==> src/sv/bbe_ram.sv <==
// Generic simple dual-port RAM with one write port and a registered read port.
// Self-contained; no package needed.
`default_nettype none

module bbe_ram #(
  parameter int Width = 1,
  parameter int Depth = 4
) (
  input  logic                     clk_i,
  input  logic                     we_i,
  input  logic [$clog2(Depth)-1:0] waddr_i,
  input  logic [Width-1:0]         wdata_i,
  input  logic                     re_i,
  input  logic [$clog2(Depth)-1:0] raddr_i,
  output logic [Width-1:0]         rdata_o
);

  logic [Width-1:0] mem_q [Depth];
  logic [Width-1:0] rdata_q;

  always_ff @(posedge clk_i) begin
    if (we_i) begin
      mem_q[waddr_i] <= wdata_i;
    end
    if (re_i) begin
      rdata_q <= mem_q[raddr_i];
    end
  end

  assign rdata_o = rdata_q;

endmodule

`default_nettype wire

==> config.mk <==
export PLATFORM = sky130hd
export DESIGN_NAME = bbe_ram
export DESIGN_NICKNAME = d
export VERILOG_FILES = /design/src/sv/bbe_ram.sv
export SDC_FILE = /design/constraint.sdc
export NUM_CORES = 1
export LEC_CHECK = 0
export ABC_AREA = 1
export BUFFER_PORTS_ARGS = -buffer_cell sky130_fd_sc_hd__clkbuf_2
export CAP_MARGIN = 20
export CORE_AREA = 10 10 47 49
export DETAILED_ROUTE_END_ITERATION = 6
export DIE_AREA = 0 0 57 59
export SETUP_SLACK_MARGIN = 0.5
export SLEW_MARGIN = 10
export SYNTH_ARGS = -nofsm -noshare
export SYNTH_HDL_FRONTEND = slang
export SYNTH_SLANG_ARGS = --single-unit
export TNS_END_PERCENT = 100
==> constraint.sdc <==
create_clock -name clk_i -period 1 [get_ports clk_i]
set_clock_uncertainty 0.15 [all_clocks]
set_input_delay 0.1 -clock clk_i [delete_from_list [all_inputs] [get_ports clk_i]]
set_output_delay 0.1 -clock clk_i [all_outputs]
set_load 0.03 [all_outputs]
Yosys cells after proc, flatten, opt, wreduce, memory -nomap -nowiden

Memories as Yosys holds them, arrays and structs flattened. A register that Yosys moved wholly into a read port is not among the register bits.
Cells that the tools add are included.

Reduce and logical (&&, ||, !) cells: 0
Add/subtract/negate cells: 0
Bitwise logic cells: 0
Multiplexer cells: 2
Divide/modulo/power cells: 0
Multipliers: 0
$lt $le $gt $ge: 0
Shift operators: 0
Eq/ne operators: 0

Operator list:

| kind              | count |
|---|---|
| 1-bit two-way mux | 2 |

Input bits: 8
ROM bits: 0
RAM bits: 4
Register bits: 0
Bits in latches: 0
Logic and storage cells: 3
Output and inout bits: 1
Memories: 1

Memories:

| name  | depth | bits a word | rd ports | clocked after Yosys merged registers in | write ports | RTL line | RTL |
|---|---|---|---|---|---|---|---|
| mem_q | 4     | 1           | 1        | 1                                       | 1           | 18       | `logic [Width-1:0] mem_q [Depth];` |

Logic depth before layout (Yosys ltp)

Depth in word-level cells: 2
Gate-level depth with buffers: 4
Depth with buffers taken out: 4

Worst setup path after synthesis

OpenSTA, ideal clock, no wires.

Path type: register to register
Start: mem mem_q[3]
End: reg rdata_q, in the netlist rdata_o (read register of mem_q) (data pin)
Path buffers: 0
Cell stages (with the launch flop): 5
Clock period less this slack: 0.933 ns
Setup time: 0.253 ns
Required time: 0.597 ns
Arrival time: 0.530 ns
Setup slack: 0.067 ns
Path through: edfxtp_1 -> inv_1 -> nand2_1 -> nand3_1 -> nand2_1

RTL lines:

| what               | RTL line | RTL |
|---|---|---|
| start: declaration | 18       |  |
| end: declaration   | 19       | `logic [Width-1:0] rdata_q;` |

Final worst setup path

Start: reg rdata_q, in the netlist rdata_o (read register of mem_q)
End: out rdata_o

RTL lines:

| what             | RTL line | RTL |
|---|---|---|
| end: declaration | 15       | `output logic [Width-1:0] rdata_o` |

No word-level cell between the ends.

==> impl_metrics.env <==
export IMPL_antenna_found_initial=0
export IMPL_antenna_cells=0
export IMPL_hold_viol=5
export IMPL_yosysSeqAreaShare_pct=63.2
export IMPL_crit_path_cell_trace="buf_6"
export IMPL_hpwl_um=370
export IMPL_synthSimpleGateAreaFrac_pct=22.6
export IMPL_final_cell_area_um2=435
export IMPL_cts_tree="yes"
export IMPL_die_w_um=57
export IMPL_drive_above_1_share_pct=48.6
export IMPL_worst_path_max_delay_cell="edfxtp_1"
export IMPL_max_stage_delay_ns=0.37
export IMPL_grt_pass1_wl_um=917
export IMPL_cts_setup_buffers=0
export IMPL_cts_num_sinks=5
export IMPL_synth_fa_ha_area_share_pct=0
export IMPL_die_y_um=59
export IMPL_synth_xor_area_share_pct=0
export IMPL_cp_data_arrival_time_ns=0.76
export IMPL_cp_max_fo=1
export IMPL_areaGrowthSynthToFinish_pct=83.2
export IMPL_final_common_cell="inv_1"
export IMPL_drt_iter0_markers=2
export IMPL_clkPwrFrac_pct=39.9
export IMPL_seqPwrFrac_pct=43.2
export IMPL_reg2reg_setup_slack_ns=0.04
export IMPL_hp_class="in2reg"
export IMPL_fillerInstances=149
export IMPL_hold_end="rdata_o$_DFFE_PP_"
export IMPL_post_dp_cell_area_um2=328
export IMPL_maxSlewViolCount=0
export IMPL_holdPathStages=1
export IMPL_netlist_instances=25
export IMPL_syn_nets=33
export IMPL_routedWlPerCell_um=8.72
export IMPL_max_vdd_ir_drop_mv=0.417
export IMPL_synth_area_leaders="edfxtp_1 63%, inv_1 14%, nand2_1 7.9%"
export IMPL_final_antenna_net_count=0
export IMPL_cp_num_buf_inv=1
export IMPL_overflow=0
export IMPL_io_buffers=8
export IMPL_period_minus_slack_ns=1.01
export IMPL_cp_start_kind="flop"
export IMPL_clk_pin_slew_ns=0.04
export IMPL_hold_ws_ns=-0.0913
export IMPL_place_congestion=0.720
export IMPL_syn_avg_cell_area_um2=9.51
export IMPL_drc=0
export IMPL_multi_input_area_um2=93.8
export IMPL_synth_compound_area_share_pct=0
export IMPL_max_freq_ghz=0.988
export IMPL_synth_area_um2=238
export IMPL_r2r_end="rdata_o$_DFFE_PP_"
export IMPL_setup_viol=1
export IMPL_status="complete, but fails checks"
export IMPL_comb_power_share_pct=16.9
export IMPL_synth_top_family_by_area="simple AND/OR/NAND/NOR gates"
export IMPL_cts_buffer_depth=2
export IMPL_total_power_uw=573
export IMPL_layout_common_cells="6 x inv_1, 5 x nand2_1, 5 x clkbuf_2, 5 x edfxtp_1, 4 x nor3_4"
export IMPL_core_area_mm2=0.00140
export IMPL_synth_largest_area_cell="edfxtp_1"
export IMPL_swShare_pct=22.7
export IMPL_ys_warnings_count=0
export IMPL_cp_end_kind="output pin"
export IMPL_vias_per_cell=3.58
export IMPL_routed_wl_um=462
export IMPL_final_net_count=46
export IMPL_rr_worst_depth=4
export IMPL_tightest_slew_ns=0.178
export IMPL_insertion_delay_ns=0.24
export IMPL_synthMuxAreaShare_pct=0
export IMPL_finalCritPeriodShare_pct=101
export IMPL_drt_first_pass_iters=2
export IMPL_num_io_pins=9
export IMPL_worstSetupPathType="reg2out"
export IMPL_grt_total_usage_pct=3.86
export IMPL_p_leak_nw=0.197
export IMPL_dieArea_mm2=0.00336
export IMPL_rr_startpoint="mem_q[0]$_DFFE_PP_"
export IMPL_cts_buffers_inserted=3
export IMPL_start_util_pct=17.0
export IMPL_yosys_area_top_type_share_pct=63.2
export IMPL_grt_max_degree=5
export IMPL_htree_levels=1
export IMPL_clock_root_buffer="clkbuf_4"
export IMPL_power_density_mw_per_mm2=1310
export IMPL_slew_headroom_pct=88.1
export IMPL_worst_slack_ns=-0.0119
export IMPL_min_from="re_i"
export IMPL_regArea_um2=150
export IMPL_critical_path_top_delay_family="flip-flops"
export IMPL_yosysUniqueCellTypes=6
export IMPL_rows=14
export IMPL_ys_ff_latch=5
export IMPL_vias=190
export IMPL_cap_violations=0
export IMPL_p_int_uw=443
export IMPL_grt_pass1_vias=209
export IMPL_violations="hold timing, setup timing"
export IMPL_required_ns=0.75
export IMPL_rsz0062_at_grt="yes"
export IMPL_switching_power_uw=130
metrics by stage:
stage | setup TNS, ns | std cells | setup slack, ns | utilization, %
3_5_place_dp | 0 | 49 | 0.0365 | 23.4
5_1_grt | -0.0575 | 53 | -0.0388 | 31.1
3_3_place_gp | 0 | 49 | 0.0474 | 23.4
6_report | -0.0119 | 53 | -0.0119 | 31.1
2_1_floorplan | 0 | 25 | 0.0668 | -
4_1_cts | -0.0374 | 53 | -0.0374 | 30.1
how the worst max path moves through the flow:
| stage | start | endpoint | slack, ns | cells after the start |
|---|---|---|---|---|
| 6_report | rdata_o$_DFFE_PP_ | rdata_o | -0.01 | 1 |
| 5_1_grt | rdata_o$_DFFE_PP_ | rdata_o | -0.04 | 1 |
| 4_1_cts | rdata_o$_DFFE_PP_ | rdata_o | -0.04 | 1 |
| 3_5_place_dp | mem_q[1]$_DFFE_PP_ | rdata_o$_DFFE_PP_ | 0.04 | 4 |
| 3_3_place_gp | mem_q[1]$_DFFE_PP_ | rdata_o$_DFFE_PP_ | 0.05 | 4 |
| 2_1_floorplan | mem_q[1]$_DFFE_PP_ | rdata_o$_DFFE_PP_ | 0.07 | 4 |
registers in the layout, summed over array words and instances, names as in the netlist:
signal,flops
mem_q,4
rdata_o,1
Yosys cell counts:
cell type  n
inv_1      9
edfxtp_1   5
nand2_1    5
nor3_1     3
nand3_1    2
nor3_2     1
power groups by stage:
stage          Combinational, mW  Clock (mW)  Sequential (mW)
2_1_floorplan             0.0275           0            0.257
3_3_place_gp              0.0627           0            0.250
3_5_place_dp              0.0637           0            0.250
4_1_cts                   0.0936       0.243            0.247
5_1_grt                    0.106       0.267            0.247
6_report                  0.0965       0.229            0.247
layer usage:
metal | track usage (%) | vias to the layer above | wire length (um)
li1 | - | 100 | -
met1 | 3.72 | 78 | 175
met2 | 4.50 | 10 | 208
met3 | 3.65 | 2 | 67
met4 | 4.03 | 0 | 10
met5 | 0 | - | 0
final cells by class:
type	count	share of cell area (%)
sequential	5	34.5
tap	16	4.60
multi-input combinational	11	21.6
inverter	9	13.5
clock buffer	4	6.03
timing repair buffer	8	19.8
cell families after synthesis:
logic type	after synthesis
AND/OR/NAND/NOR	11
buffers and inverters	9
flip-flops	5
timing repair:
item                       in CTS  in global routing
setup endpoints to repair       6                  6
hold endpoints to repair        5                  5
gates resized for setup        12                  4
pin swaps                       5                  2
(Power assumes the default switching activity.)
