==> src/sv/bbe_pkg.sv <==
// Shared types and constants for the binary boundary extraction block.
// Holds the beat structs, the register map and the window column type.
// No dependencies.
`default_nettype none

package bbe_pkg;

  localparam int GreyW      = 8;
  localparam int WidthCfgW  = 12;
  localparam int HeightCfgW = 13;
  localparam int ThreshCfgW = 8;

  localparam logic [WidthCfgW-1:0]  WidthReset     = 12'd640;
  localparam logic [HeightCfgW-1:0] HeightReset    = 13'd480;
  localparam logic [ThreshCfgW-1:0] ThresholdReset = 8'd127;

  localparam logic [GreyW-1:0] WhiteGrey = 8'd255;
  localparam logic [GreyW-1:0] BlackGrey = 8'd0;

  // Command field: a pixel beat; any other value asks for one pending output.
  localparam logic CmdPixel = 1'b0;

  localparam int ApbAddrW = 4;
  localparam int ApbDataW = 32;

  typedef enum logic [1:0] {
    RegImageWidth     = 2'd0,
    RegImageHeight    = 2'd1,
    RegBlackThreshold = 2'd2
  } bbe_reg_e;

  localparam int OutqDepth = 4;
  localparam int OutqPtrW  = $clog2(OutqDepth);
  localparam int OutqCntW  = $clog2(OutqDepth + 1);

  // One window column: bit 0 is the top row, bit 2 the newest row.
  typedef logic [2:0] bbe_col_t;

  typedef struct packed {
    logic             command;
    logic [GreyW-1:0] grey_in;
  } bbe_in_t;

  typedef struct packed {
    logic [GreyW-1:0] grey_out;
    logic             frame_end;
  } bbe_out_t;

endpackage

`default_nettype wire

==> src/sv/bbe_outq.sv <==
// Small result queue that decouples the window stage from the output channel.
// Depends on bbe_pkg for the result beat type and the queue depth.
`default_nettype none

module bbe_outq (
  input  logic                      clk_i,
  input  logic                      rst_ni,
  input  logic                      push_i,
  input  bbe_pkg::bbe_out_t         push_data_i,
  input  logic                      pop_ready_i,
  output logic                      valid_o,
  output bbe_pkg::bbe_out_t         data_o,
  output logic [bbe_pkg::OutqCntW-1:0] count_o
);
  import bbe_pkg::*;

  bbe_out_t            mem_q [OutqDepth];
  logic [OutqPtrW-1:0] wptr_q, wptr_d;
  logic [OutqPtrW-1:0] rptr_q, rptr_d;
  logic [OutqCntW-1:0] cnt_q, cnt_d;
  logic                pop;

  assign valid_o = (cnt_q != '0);
  assign pop     = valid_o && pop_ready_i;
  assign data_o  = mem_q[rptr_q];
  assign count_o = cnt_q;

  always_comb begin
    wptr_d = push_i ? wptr_q + OutqPtrW'(1) : wptr_q;
    rptr_d = pop ? rptr_q + OutqPtrW'(1) : rptr_q;
    cnt_d  = cnt_q;
    if (push_i && !pop) begin
      cnt_d = cnt_q + OutqCntW'(1);
    end else if (pop && !push_i) begin
      cnt_d = cnt_q - OutqCntW'(1);
    end
  end

  always_ff @(posedge clk_i or negedge rst_ni) begin
    if (!rst_ni) begin
      wptr_q <= '0;
      rptr_q <= '0;
      cnt_q  <= '0;
    end else begin
      wptr_q <= wptr_d;
      rptr_q <= rptr_d;
      cnt_q  <= cnt_d;
    end
  end

  always_ff @(posedge clk_i) begin
    if (push_i) begin
      mem_q[wptr_q] <= push_data_i;
    end
  end

endmodule

`default_nettype wire

==> config.mk <==
export PLATFORM = sky130hd
export DESIGN_NAME = bbe_outq
export DESIGN_NICKNAME = d
export VERILOG_FILES = /design/src/sv/bbe_pkg.sv /design/src/sv/bbe_outq.sv
export SDC_FILE = /design/constraint.sdc
export NUM_CORES = 1
export LEC_CHECK = 0
export BUFFER_PORTS_ARGS = -buffer_cell sky130_fd_sc_hd__buf_2
export CAP_MARGIN = 20
export CORE_AREA = 2 2 63 65
export DETAILED_ROUTE_END_ITERATION = 10
export DIE_AREA = 0 0 65 67
export PLACE_DENSITY = 0.8
export SLEW_MARGIN = 10
export SYNTH_ARGS = -nofsm -noshare
export SYNTH_HDL_FRONTEND = slang
export SYNTH_SLANG_ARGS = --single-unit
==> constraint.sdc <==
create_clock -name clk_i -period 1.79 [get_ports clk_i]
set_input_delay 0.4475 -clock clk_i [delete_from_list [all_inputs] [get_ports clk_i]]
set_output_delay 0.4475 -clock clk_i [all_outputs]
set_load 0.01 [all_outputs]
# Word-level counts from Yosys, hierarchy flattened
# Memories as Yosys holds them, arrays and structs flattened.
# Index checks and enable logic that the tools add are counted.
# totals
reg_bits	7
ramBits	36
inputBits	13
n_memories	1
# memory_table
memory	depth	word_bits	rd	rd_ports_with_merged_regs	wr	line_no	text
mem_q	4	9	1	0	1	bbe_outq.sv:17	bbe_out_t mem_q [OutqDepth];
# classes
n_addsub	4
mux	4
n_reduce_logical	7
# ops
op	n
$mux W3	2
$add A2 B1 Y2 const B	2
$add A3 B1 Y3 const B	1
$logic_and A1 B1 Y1	3
$reduce_bool A3 Y1	1
$sub A3 B1 Y3 const B	1
$logic_not A1 Y1	2
$mux W1	2
$reduce_bool A2 Y1	1

# Depth between registers and ports, before layout
# Gate-level depths: netlist (run 1).
# depth
word_depth	5
mapped_depth	8

# Worst setup path before layout (run 1)
# OpenSTA, ideal clock, no wires.
# synth_path
path_kind	reg2reg
startpoint	register cnt_q[0] (netlist: count_o[0])
endpoint	register cnt_q[2] (netlist: count_o[2])
setup_time_ns	0.079
arrival_time_ns	1.954
required_time_ns	1.711
slack_ns	-0.244
stages_incl_launch_ff	9
path_buffers	0
path_cell_list	dfrtp_1 -> or3_4 -> nand2_4 -> ha_1 -> inv_1 -> fa_1 -> xor2_1 -> nor2_1 -> xor2_1
# synth_between
elab_chain_cells	5
# synth_lines
element	line_no	text
start, declared	bbe_outq.sv:20	logic [OutqCntW-1:0] cnt_q, cnt_d;
start signal, assigned	bbe_outq.sv:47	cnt_q <= cnt_d;
$reduce_bool A3 Y1 (*)	bbe_outq.sv:23	assign valid_o = (cnt_q != '0);
named net valid_o	bbe_outq.sv:11	output logic valid_o,
$logic_and A1 B1 Y1 (*)	bbe_outq.sv:24	assign pop = valid_o && pop_ready_i;
$logic_not A1 Y1	bbe_outq.sv:32	if (push_i && !pop) begin
$logic_and A1 B1 Y1	bbe_outq.sv:32	
$mux W3 or $reduce_bool A2 Y1 (tied branches)	-	
# The timed path passes the listed nets; every way through them passes the cells marked *. The select of a mux whose other input is x is not followed.
# A chain may end at the register's enable or synchronous reset.

==> results_dict.tcl, run 1 <==
set metrics [dict create \
    yosys_register_bits 43 \
    cts_num_sinks 43 \
    wl_per_cell_um 15.1 \
    num_vias 841 \
    max_freq_mhz 512 \
    fin_crit_sh_pct 109 \
    holdPathStages 1 \
    die_h_um 67 \
    cts_root_buffer "clkbuf_8" \
    fin_skew_ns 0.00319 \
    place.gp.congestion 0.675 \
    fin_nets 146 \
    min_path_type "primary input to flop" \
    initial_core_util_pct 47.3 \
    viasPerCell 4.78 \
    die_area_um2 4360 \
    worst_pin_slew_ns 0.474 \
    arrival_ns 1.51 \
    io_buffers 25 \
    clockBufferDepth 2 \
    pin_count 26 \
    synth_most_common_cell "edfxtp_1" \
    drt_iter0_markers 41 \
    maxSlewViolCount 0 \
    synth_top_flop_cell "edfxtp_1" \
    reg2reg_from "count_o[2]" \
    rows 22 \
    cts_tree "done" \
    rsz0062_at_grt "true" \
    synth-async-reset-ratio_pct 16.3 \
    ant_nets 0 \
    clk_latency_ns 0.28 \
    pwr_density_cell_nw_per_um2 1620 \
    ir_worst_vdd_uv 1020 \
    htree_levels 2 \
    track_usage_pct 14.7 \
    die_w_um 65 \
    path_clk_slew_ns 0.08 \
    synth_seq_area_share_pct 73.6 \
    dpl.cell_count 162 \
    slew_headroom_pct 68.4 \
    r2r-end "count_o[2]" \
    reg2regPathDepth 8 \
    worst_slack_ns -0.164 \
    cp.required_ns 1.34 \
    synth_common_cells "edfxtp_1 (36), mux4_2 (8), dfrtp_1 (7)" \
    status "finished, violations left" \
    path_max_fanout 5 \
    drive_gt1_share_pct 51.6 \
    antenna_found_initial 0 \
    final-setup-viol-count 11 \
    drt-total-wl_mm 2.65 \
    grt_max_degree 16 \
    hold_viol 0 \
    start_kind "flop" \
    synth_nets 99 \
    cts_buffers 5 \
    first_global_vias 954 \
    grt-ovfl-total 0 \
    firstDrtPassIters 4 \
    yosys_warnings 0 \
    grt_pass1_wl_mm 4.69 \
    hold_start "push_data_i[4]" \
    crit_start "rptr_q[0]" \
    violations "negative setup slack" \
    hpwlAfterDp_mm 1.88 \
    critPathCaptureType "primary output" \
    drv_cap 0 \
    synthCells 80 \
    p_total_w 0.00353 \
    n_antenna_cell 0 \
    route.detailed.drc 0 \
    p_leak_nw 0.838 \
    n_fill_cell 268 \
    ff2ff_setup_slack_ns -0.08 \
    syn2layout_area_growth_pct 27.7 \
    final_cells 176 \
    synth_top_area_share_pct 63.3 \
    synth.avg_cell_area_um2 21.3 \
    critPathKind "flop to primary output" \
    syn_area_um2 1710 \
    synth_largest_area_cell "edfxtp_1" \
    synth_area_leaders "edfxtp_1 (63%), mux4_2 (11%), dfrtp_1 (10%)" \
    hold_path_end "mem_q[0][4]" \
    synth-edff-count 36 \
    fin_crit_ns 1.95 \
    coreArea_um2 3610 \
    ys_types 19 \
]
## layout make-up
cell class / instances / area [um2] / area share (%)
Inverter: 3 / 11.3 / 0.517
Timing Repair Buffer: 42 / 292 / 13.4
Clock buffer: 5 / 68.8 / 3.16
Multi-Input combinational cell: 32 / 442 / 20.3
Clock inverter: 3 / 47.5 / 2.18
Tap cell: 48 / 60.1 / 2.76
Sequential cell: 43 / 1260 / 57.7
## worst max-delay path: stages (launching register included)
cell	delay, ns
dfrtp_1	0.42
buf_6	0.16
mux4_2	0.51
buf_6	0.14
## sequential cells by signal (all words and copies together) (netlist names)
signal / count
mem_q: 36
count_o: 3
rptr_q: 2
wptr_q: 2
## power breakdown
| part | leakage [nW] | internal, W | switching, W |
|---|---|---|---|
| clock | 0.0587 | 0.000422 | 0.000317 |
| sequential | 0.411 | 0.00134 | 0.000142 |
| combinational | 0.369 | 0.000756 | 0.000549 |
| total | 0.838 | 0.00252 | 0.00101 |
## how the worst max path moves through the flow
| stage | to | depth (start not counted) |
|---|---|---|
| floorplan | count_o[2] | 8 |
| global placement | count_o[2] | 8 |
| detailed placement | count_o[2] | 8 |
| CTS | data_o[1] | 3 |
| global route | data_o[0] | 3 |
| finish | data_o[1] | 3 |
## per-layer routing
layer	track usage (%)	wire length, um	vias to the layer above
met5	0	0	-
met4	3.19	0	0
met3	4.05	135	0
met2	26.9	1460	22
met1	17.3	1050	419
li1	-	-	400
## cells in the final DEF (no fill, tap or decap), drive strengths merged, types with 2 or more instances in the layout
| cell type | count |
|---|---|
| buf | 41 |
| edfxtp | 36 |
| mux4 | 9 |
| dfrtp | 7 |
| clkbuf | 5 |
| ha | 5 |
| and2 | 4 |
| inv | 4 |
| xnor2 | 3 |
| xor2 | 3 |
| nand2 | 2 |
## timing repair
action,4_1_cts,5_1_grt
endpoints found under the hold margin,7,0
setup endpoints to repair,12,12
gates resized for setup,5,4
pin swaps,1,0
hold buffers,1,0
buffers inserted,4,2
## cells by family after synthesis
logic type	Yosys count	share of synthesized area, %
adders and majority gates	6	4.84
DFF	43	73.6
xor gates and xnor gates	6	3.08
AOI/OAI and AO/OA	1	0.293
buffers and inverters	5	1.61
muxes	10	12.8
and+or+nand+nor	9	3.81
## through the flow
stage | TNS [ns] | util, % | instance area [um2] | hold WS [ns] | worst slack [ns]
2_1_floorplan | -0.201 | - | 1730 | 0.152 | -0.116
3_3_place_gp | -0.00781 | 54.9 | 1980 | 0.285 | -0.00781
3_5_place_dp | -0.122 | 54.9 | 1980 | 0.293 | -0.0843
4_1_cts | -1.51 | 59.7 | 2150 | 0.365 | -0.175
5_1_grt | -2.06 | 60.4 | 2180 | 0.367 | -0.226
6_report | -1.42 | 60.4 | 2180 | 0.371 | -0.164
Power figures use the tool's default switching activity.
==> run 2: changes to the inputs <==
--- a/config.mk
+++ b/config.mk
@@ -11,6 +11,7 @@
 export DETAILED_ROUTE_END_ITERATION = 10
 export DIE_AREA = 0 0 65 67
 export PLACE_DENSITY = 0.8
+export REMOVE_ABC_BUFFERS = 1
 export SLEW_MARGIN = 10
 export SYNTH_ARGS = -nofsm -noshare
 export SYNTH_HDL_FRONTEND = slang
==> run 2 against run 1 <==
The run still ends with negative setup slack left. Utilization fell by 0.87 points. Clock skew fell by 0.00094 ns. Via count rose by 0.59%. Clock power fell by 3.0%. Combinational power barely moved. Routed wire length rose by 11%. Die area did not move. Sequential power barely moved. First-iteration DRC count fell by 4.9%. Final area fell by 1.4%. Critical path type unchanged. Critical endpoint unchanged.
==> results_dict.tcl, run 2 (synthesis gave the netlist of run 1 again) <==
set metrics [dict create \
    slew_headroom_pct 67.6 \
    most-common-layout-cells "edfxtp_1 (36), buf_2 (18), mux4_2 (9), buf_4 (9), buf_6 (8)" \
    p_leak_nw 0.811 \
    maxSlewViolCount 0 \
    cts_tree "done" \
    drv_cap 0 \
    pin_count 26 \
    max_freq_mhz 514 \
    fin_crit_ns 1.94 \
    grt-busiest-layer "met2" \
    drive_gt1_share_pct 48.8 \
    tns_ns -1.34 \
    critPathCaptureType "primary output" \
    ir_worst_vdd_uv 984 \
    final_common_cell "edfxtp_1" \
    rsz0062_at_grt "true" \
    path_clk_slew_ns 0.07 \
    worst_pin_slew_ns 0.486 \
    arrival_ns 1.50 \
    die_area_um2 4360 \
    finish.utilization_pct 59.6 \
    cts_buffers 5 \
    status "finished, violations left" \
    rows 22 \
    reg2reg_from "count_o[0]" \
    io_buffers 25 \
    grt_pass1_wl_mm 4.66 \
    hpwlAfterDp_mm 1.92 \
    critPathKind "flop to primary output" \
    worst_slack_ns -0.155 \
    num_vias 846 \
    n_antenna_cell 0 \
    antenna_found_initial 0 \
    violations "negative setup slack" \
    fin_crit_sh_pct 109 \
    met3_usage_pct 6.08 \
    grt.met1_usage_pct 15.8 \
    track_usage_pct 15.8 \
    largest-register "mem_q" \
    wl_per_cell_um 17.2 \
    cts_num_sinks 43 \
    dpl.cell_count 158 \
    viasPerCell 4.95 \
    ant_nets 0 \
    placed_area_um2 1940 \
    initial_core_util_pct 47.3 \
    ff2ff_setup_slack_ns -0.07 \
    hold_viol 0 \
    die_w_um 65 \
    grt-ovfl-total 0 \
    final_cells 171 \
    largest_register_ffs 36 \
    holdPathStages 1 \
    met2_usage_pct 30.3 \
    route.detailed.drc 0 \
    place.gp.congestion 0.724 \
    syn2layout_area_growth_pct 25.9 \
    pwr_density_cell_nw_per_um2 1640 \
    path_max_fanout 10 \
    r2r-end "count_o[2]" \
    fin_skew_ns 0.00225 \
    coreArea_um2 3610 \
    design_area_um2 2150 \
    min_path_type "primary input to flop" \
    hold_path_end "mem_q[3][3]" \
    drt-total-wl_mm 2.93 \
    final-setup-viol-count 11 \
    firstDrtPassIters 4 \
    first_global_vias 940 \
    fin_nets 141 \
    cts_root_buffer "clkbuf_8" \
    hold_start "push_data_i[3]" \
    clockBufferDepth 2 \
    reg2regPathDepth 8 \
    clk_latency_ns 0.29 \
    start_kind "flop" \
    die_h_um 67 \
    htree_levels 2 \
    drt_iter0_markers 39 \
    place_ws_ns -0.177 \
    cp.required_ns 1.34 \
    grt_max_degree 14 \
]
run 2: what timing repair did:
action	in CTS	in global routing
buffers inserted	3	2
hold buffers	1	0
endpoints found under the hold margin	7	0
gates resized for setup	11	4
pin swaps	5	3
endpoints found under the setup margin	12	12
run 2: critical path, cell delays in order, from the launching register on:
cell	delay, ns
dfrtp_1	0.38
buf_12	0.16
mux4_2	0.53
buf_6	0.14
run 2: cell type report:
| type | count | area, um2 |
|---|---|---|
| well taps | 48 | 60.1 |
| multi-input cells | 32 | 434 |
| repair buffers | 37 | 278 |
| flip-flops and latches | 43 | 1260 |
| fillers | 281 | 1460 |
| clock buffers | 5 | 68.8 |
| inverters | 3 | 11.3 |
| clock inverters | 3 | 38.8 |
run 2: routing by layer:
metal  wire length (um)  part of all wire [%]
met1               1110                    38
met2               1650                    56
met3                134                   4.6
met4                 34                   1.2
met5                  0                     0
run 2: worst max path at each step:
stage                           from         end  slack [ns]
after floorplan           count_o[0]  count_o[2]       -0.24
after global routing       rptr_q[0]   data_o[1]       -0.22
final                      rptr_q[0]   data_o[1]       -0.15
after global placement    count_o[0]  count_o[2]       -0.09
after detailed placement  count_o[0]  count_o[2]       -0.18
after CTS                  rptr_q[0]   data_o[1]       -0.18
run 2: report_power, final:
part	leakage (nW)	switching, W	internal (W)
Combinational	0.343	0.000569	0.000754
Sequential	0.412	0.000142	0.00134
Clock	0.0556	0.000309	0.000408
Total	0.811	0.00102	0.00251
run 2: stage by stage:
stage                     power, W  hold WS (ns)
final                      0.00353         0.364
after global routing       0.00372         0.357
after CTS                  0.00352         0.354
after detailed placement   0.00264         0.293
after global placement     0.00257         0.291
after floorplan            0.00214         0.152
==> run 3: changes to the inputs <==
--- a/config.mk
+++ b/config.mk
@@ -10,7 +10,7 @@
 export CORE_AREA = 2 2 63 65
 export DETAILED_ROUTE_END_ITERATION = 10
 export DIE_AREA = 0 0 65 67
-export PLACE_DENSITY = 0.8
+export PLACE_DENSITY = 0.7
 export REMOVE_ABC_BUFFERS = 1
 export SLEW_MARGIN = 10
 export SYNTH_ARGS = -nofsm -noshare
==> run 3 against run 2 <==
The flow still finishes with violations (negative setup slack). Non-clock buffer count is 8 higher. Via count is 1.4% higher. Critical endpoint is now data_o[3]. Sequential share of layout area is 2.2 points lower. Clock-buffer cell count stayed put. Clock power is 22% higher. Highest routed layer is now met3. Critical path depth stayed put. Fmax is 0.29% higher. Total power is 6.3% higher.
==> results_dict.tcl, run 3 (synthesis gave the netlist of run 1 again) <==
set metrics [dict create \
    grt-ovfl-total 0 \
    arrival_ns 1.49 \
    design_area_um2 2230 \
    slew_headroom_pct 67.6 \
    ant_nets 0 \
    cp_cell_sequence "buf_6 -> mux4_2 -> buf_6" \
    syn2layout_area_growth_pct 30.8 \
    start_kind "flop" \
    fin_crit_ns 1.94 \
    n_antenna_cell 0 \
    clk_latency_ns 0.29 \
    place.gp.congestion 0.648 \
    cpMostUsedCell "buf_6" \
    cp.required_ns 1.34 \
    reg2regPathDepth 8 \
    rsz0062_at_grt "true" \
    maxSlewViolCount 0 \
    multi_input_area_um2 434 \
    status "finished, violations left" \
    p_total_w 0.00375 \
    grt_max_degree 15 \
    ir_worst_vdd_uv 1070 \
    final_common_cell "edfxtp_1" \
    critPathCaptureType "primary output" \
    cpLargestDelayFamily "multiplexers" \
    viasPerCell 4.79 \
    firstDrtPassIters 4 \
    wl_per_cell_um 14.6 \
    die_area_um2 4360 \
    max_stage_delay_ns 0.51 \
    drive_gt1_share_pct 52.7 \
    htree_levels 2 \
    violations "negative setup slack" \
    die_h_um 67 \
    pin_count 26 \
    ff2ff_setup_slack_ns -0.07 \
    final-setup-viol-count 11 \
    drt-total-wl_mm 2.62 \
    critPathBufInv 2 \
    drv_cap 0 \
    path_max_fanout 4 \
    cts_tree "done" \
    drt_iter0_markers 28 \
    hold_viol 0 \
    track_usage_pct 14.6 \
    initial_core_util_pct 47.3 \
    tns_ns -1.37 \
    finish.utilization_pct 61.9 \
    whs_ns 0.371 \
    antenna_found_initial 0 \
    first_global_vias 960 \
    holdPathStages 1 \
    critPathKind "flop to primary output" \
    io_buffers 25 \
    cp.depth 3 \
    route.detailed.drc 0 \
    min_path_type "primary input to flop" \
    clockBufferDepth 2 \
    rows 22 \
    num_vias 858 \
    grt_pass1_wl_mm 4.51 \
    coreArea_um2 3610 \
    cts_buffers 5 \
    worst_slack_ns -0.149 \
    cts_root_buffer "clkbuf_8" \
    cts_num_sinks 43 \
    die_w_um 65 \
    slowest_stage "mux4_2" \
    worst_pin_slew_ns 0.487 \
    fin_nets 149 \
    path_clk_slew_ns 0.08 \
    fin_skew_ns 0.00427 \
    largest_register_ffs 36 \
    fin_crit_sh_pct 108 \
    max_freq_mhz 516 \
    layout.area.seq_um2 1260 \
    p_leak_nw 0.858 \
    pwr_density_cell_nw_per_um2 1680 \
    n_fill_cell 271 \
    placed_area_um2 1970 \
    most-common-layout-cells "edfxtp_1 (36), buf_2 (18), buf_4 (16), buf_6 (10), mux4_2 (9)" \
    hpwlAfterDp_mm 1.83 \
    largest-register "mem_q" \
]
## run 3: worst paths after layout
path,end,from
worst max-delay path,data_o[3],rptr_q[0]
worst min-delay path,mem_q[3][8],push_data_i[8]
worst max register to register,count_o[2],count_o[0]
worst min register to register,wptr_q[0],wptr_q[0]
max in group asynchronous,rptr_q[0],rst_ni
min in group asynchronous,wptr_q[0],rst_ni
## run 3: layout make-up
type	instances	share of cell area [%]
multi-input combinational	32	19.5
inverter	3	0.504
timing repair buffer	45	14.9
clock buffer	5	3.08
clock inverter	3	3.03
sequential	43	56.3
tap	48	2.69
## run 3: power by group
part,internal (W),total [W],switching [W]
registers,0.00134,0.00144,0.0000952
clock network,0.000556,0.000873,0.000317
logic,0.000838,0.00144,0.000600
## run 3: routing by layer
metal | GRT usage, % | routed length, um
met1 | 16.7 | 1040
met2 | 25.8 | 1490
met3 | 5.41 | 88
met4 | 3.99 | 0
met5 | 0 | 0
## run 3: repair_timing
action | 4_1_cts | 5_1_grt
hold buffers | 1 | 0
buffers inserted | 4 | 3
pin swaps | 6 | 5
setup endpoints to repair | 12 | 12
hold endpoints to repair | 7 | 0
gates resized for setup | 9 | 8
## run 3: through the flow
| step | std cells | worst slack (ns) |
|---|---|---|
| finish | 179 | -0.149 |
| CTS | 177 | -0.179 |
| global route | 179 | -0.214 |
| detailed placement | 164 | -0.168 |
| floorplan | 78 | -0.244 |
| global placement | 164 | -0.0920 |
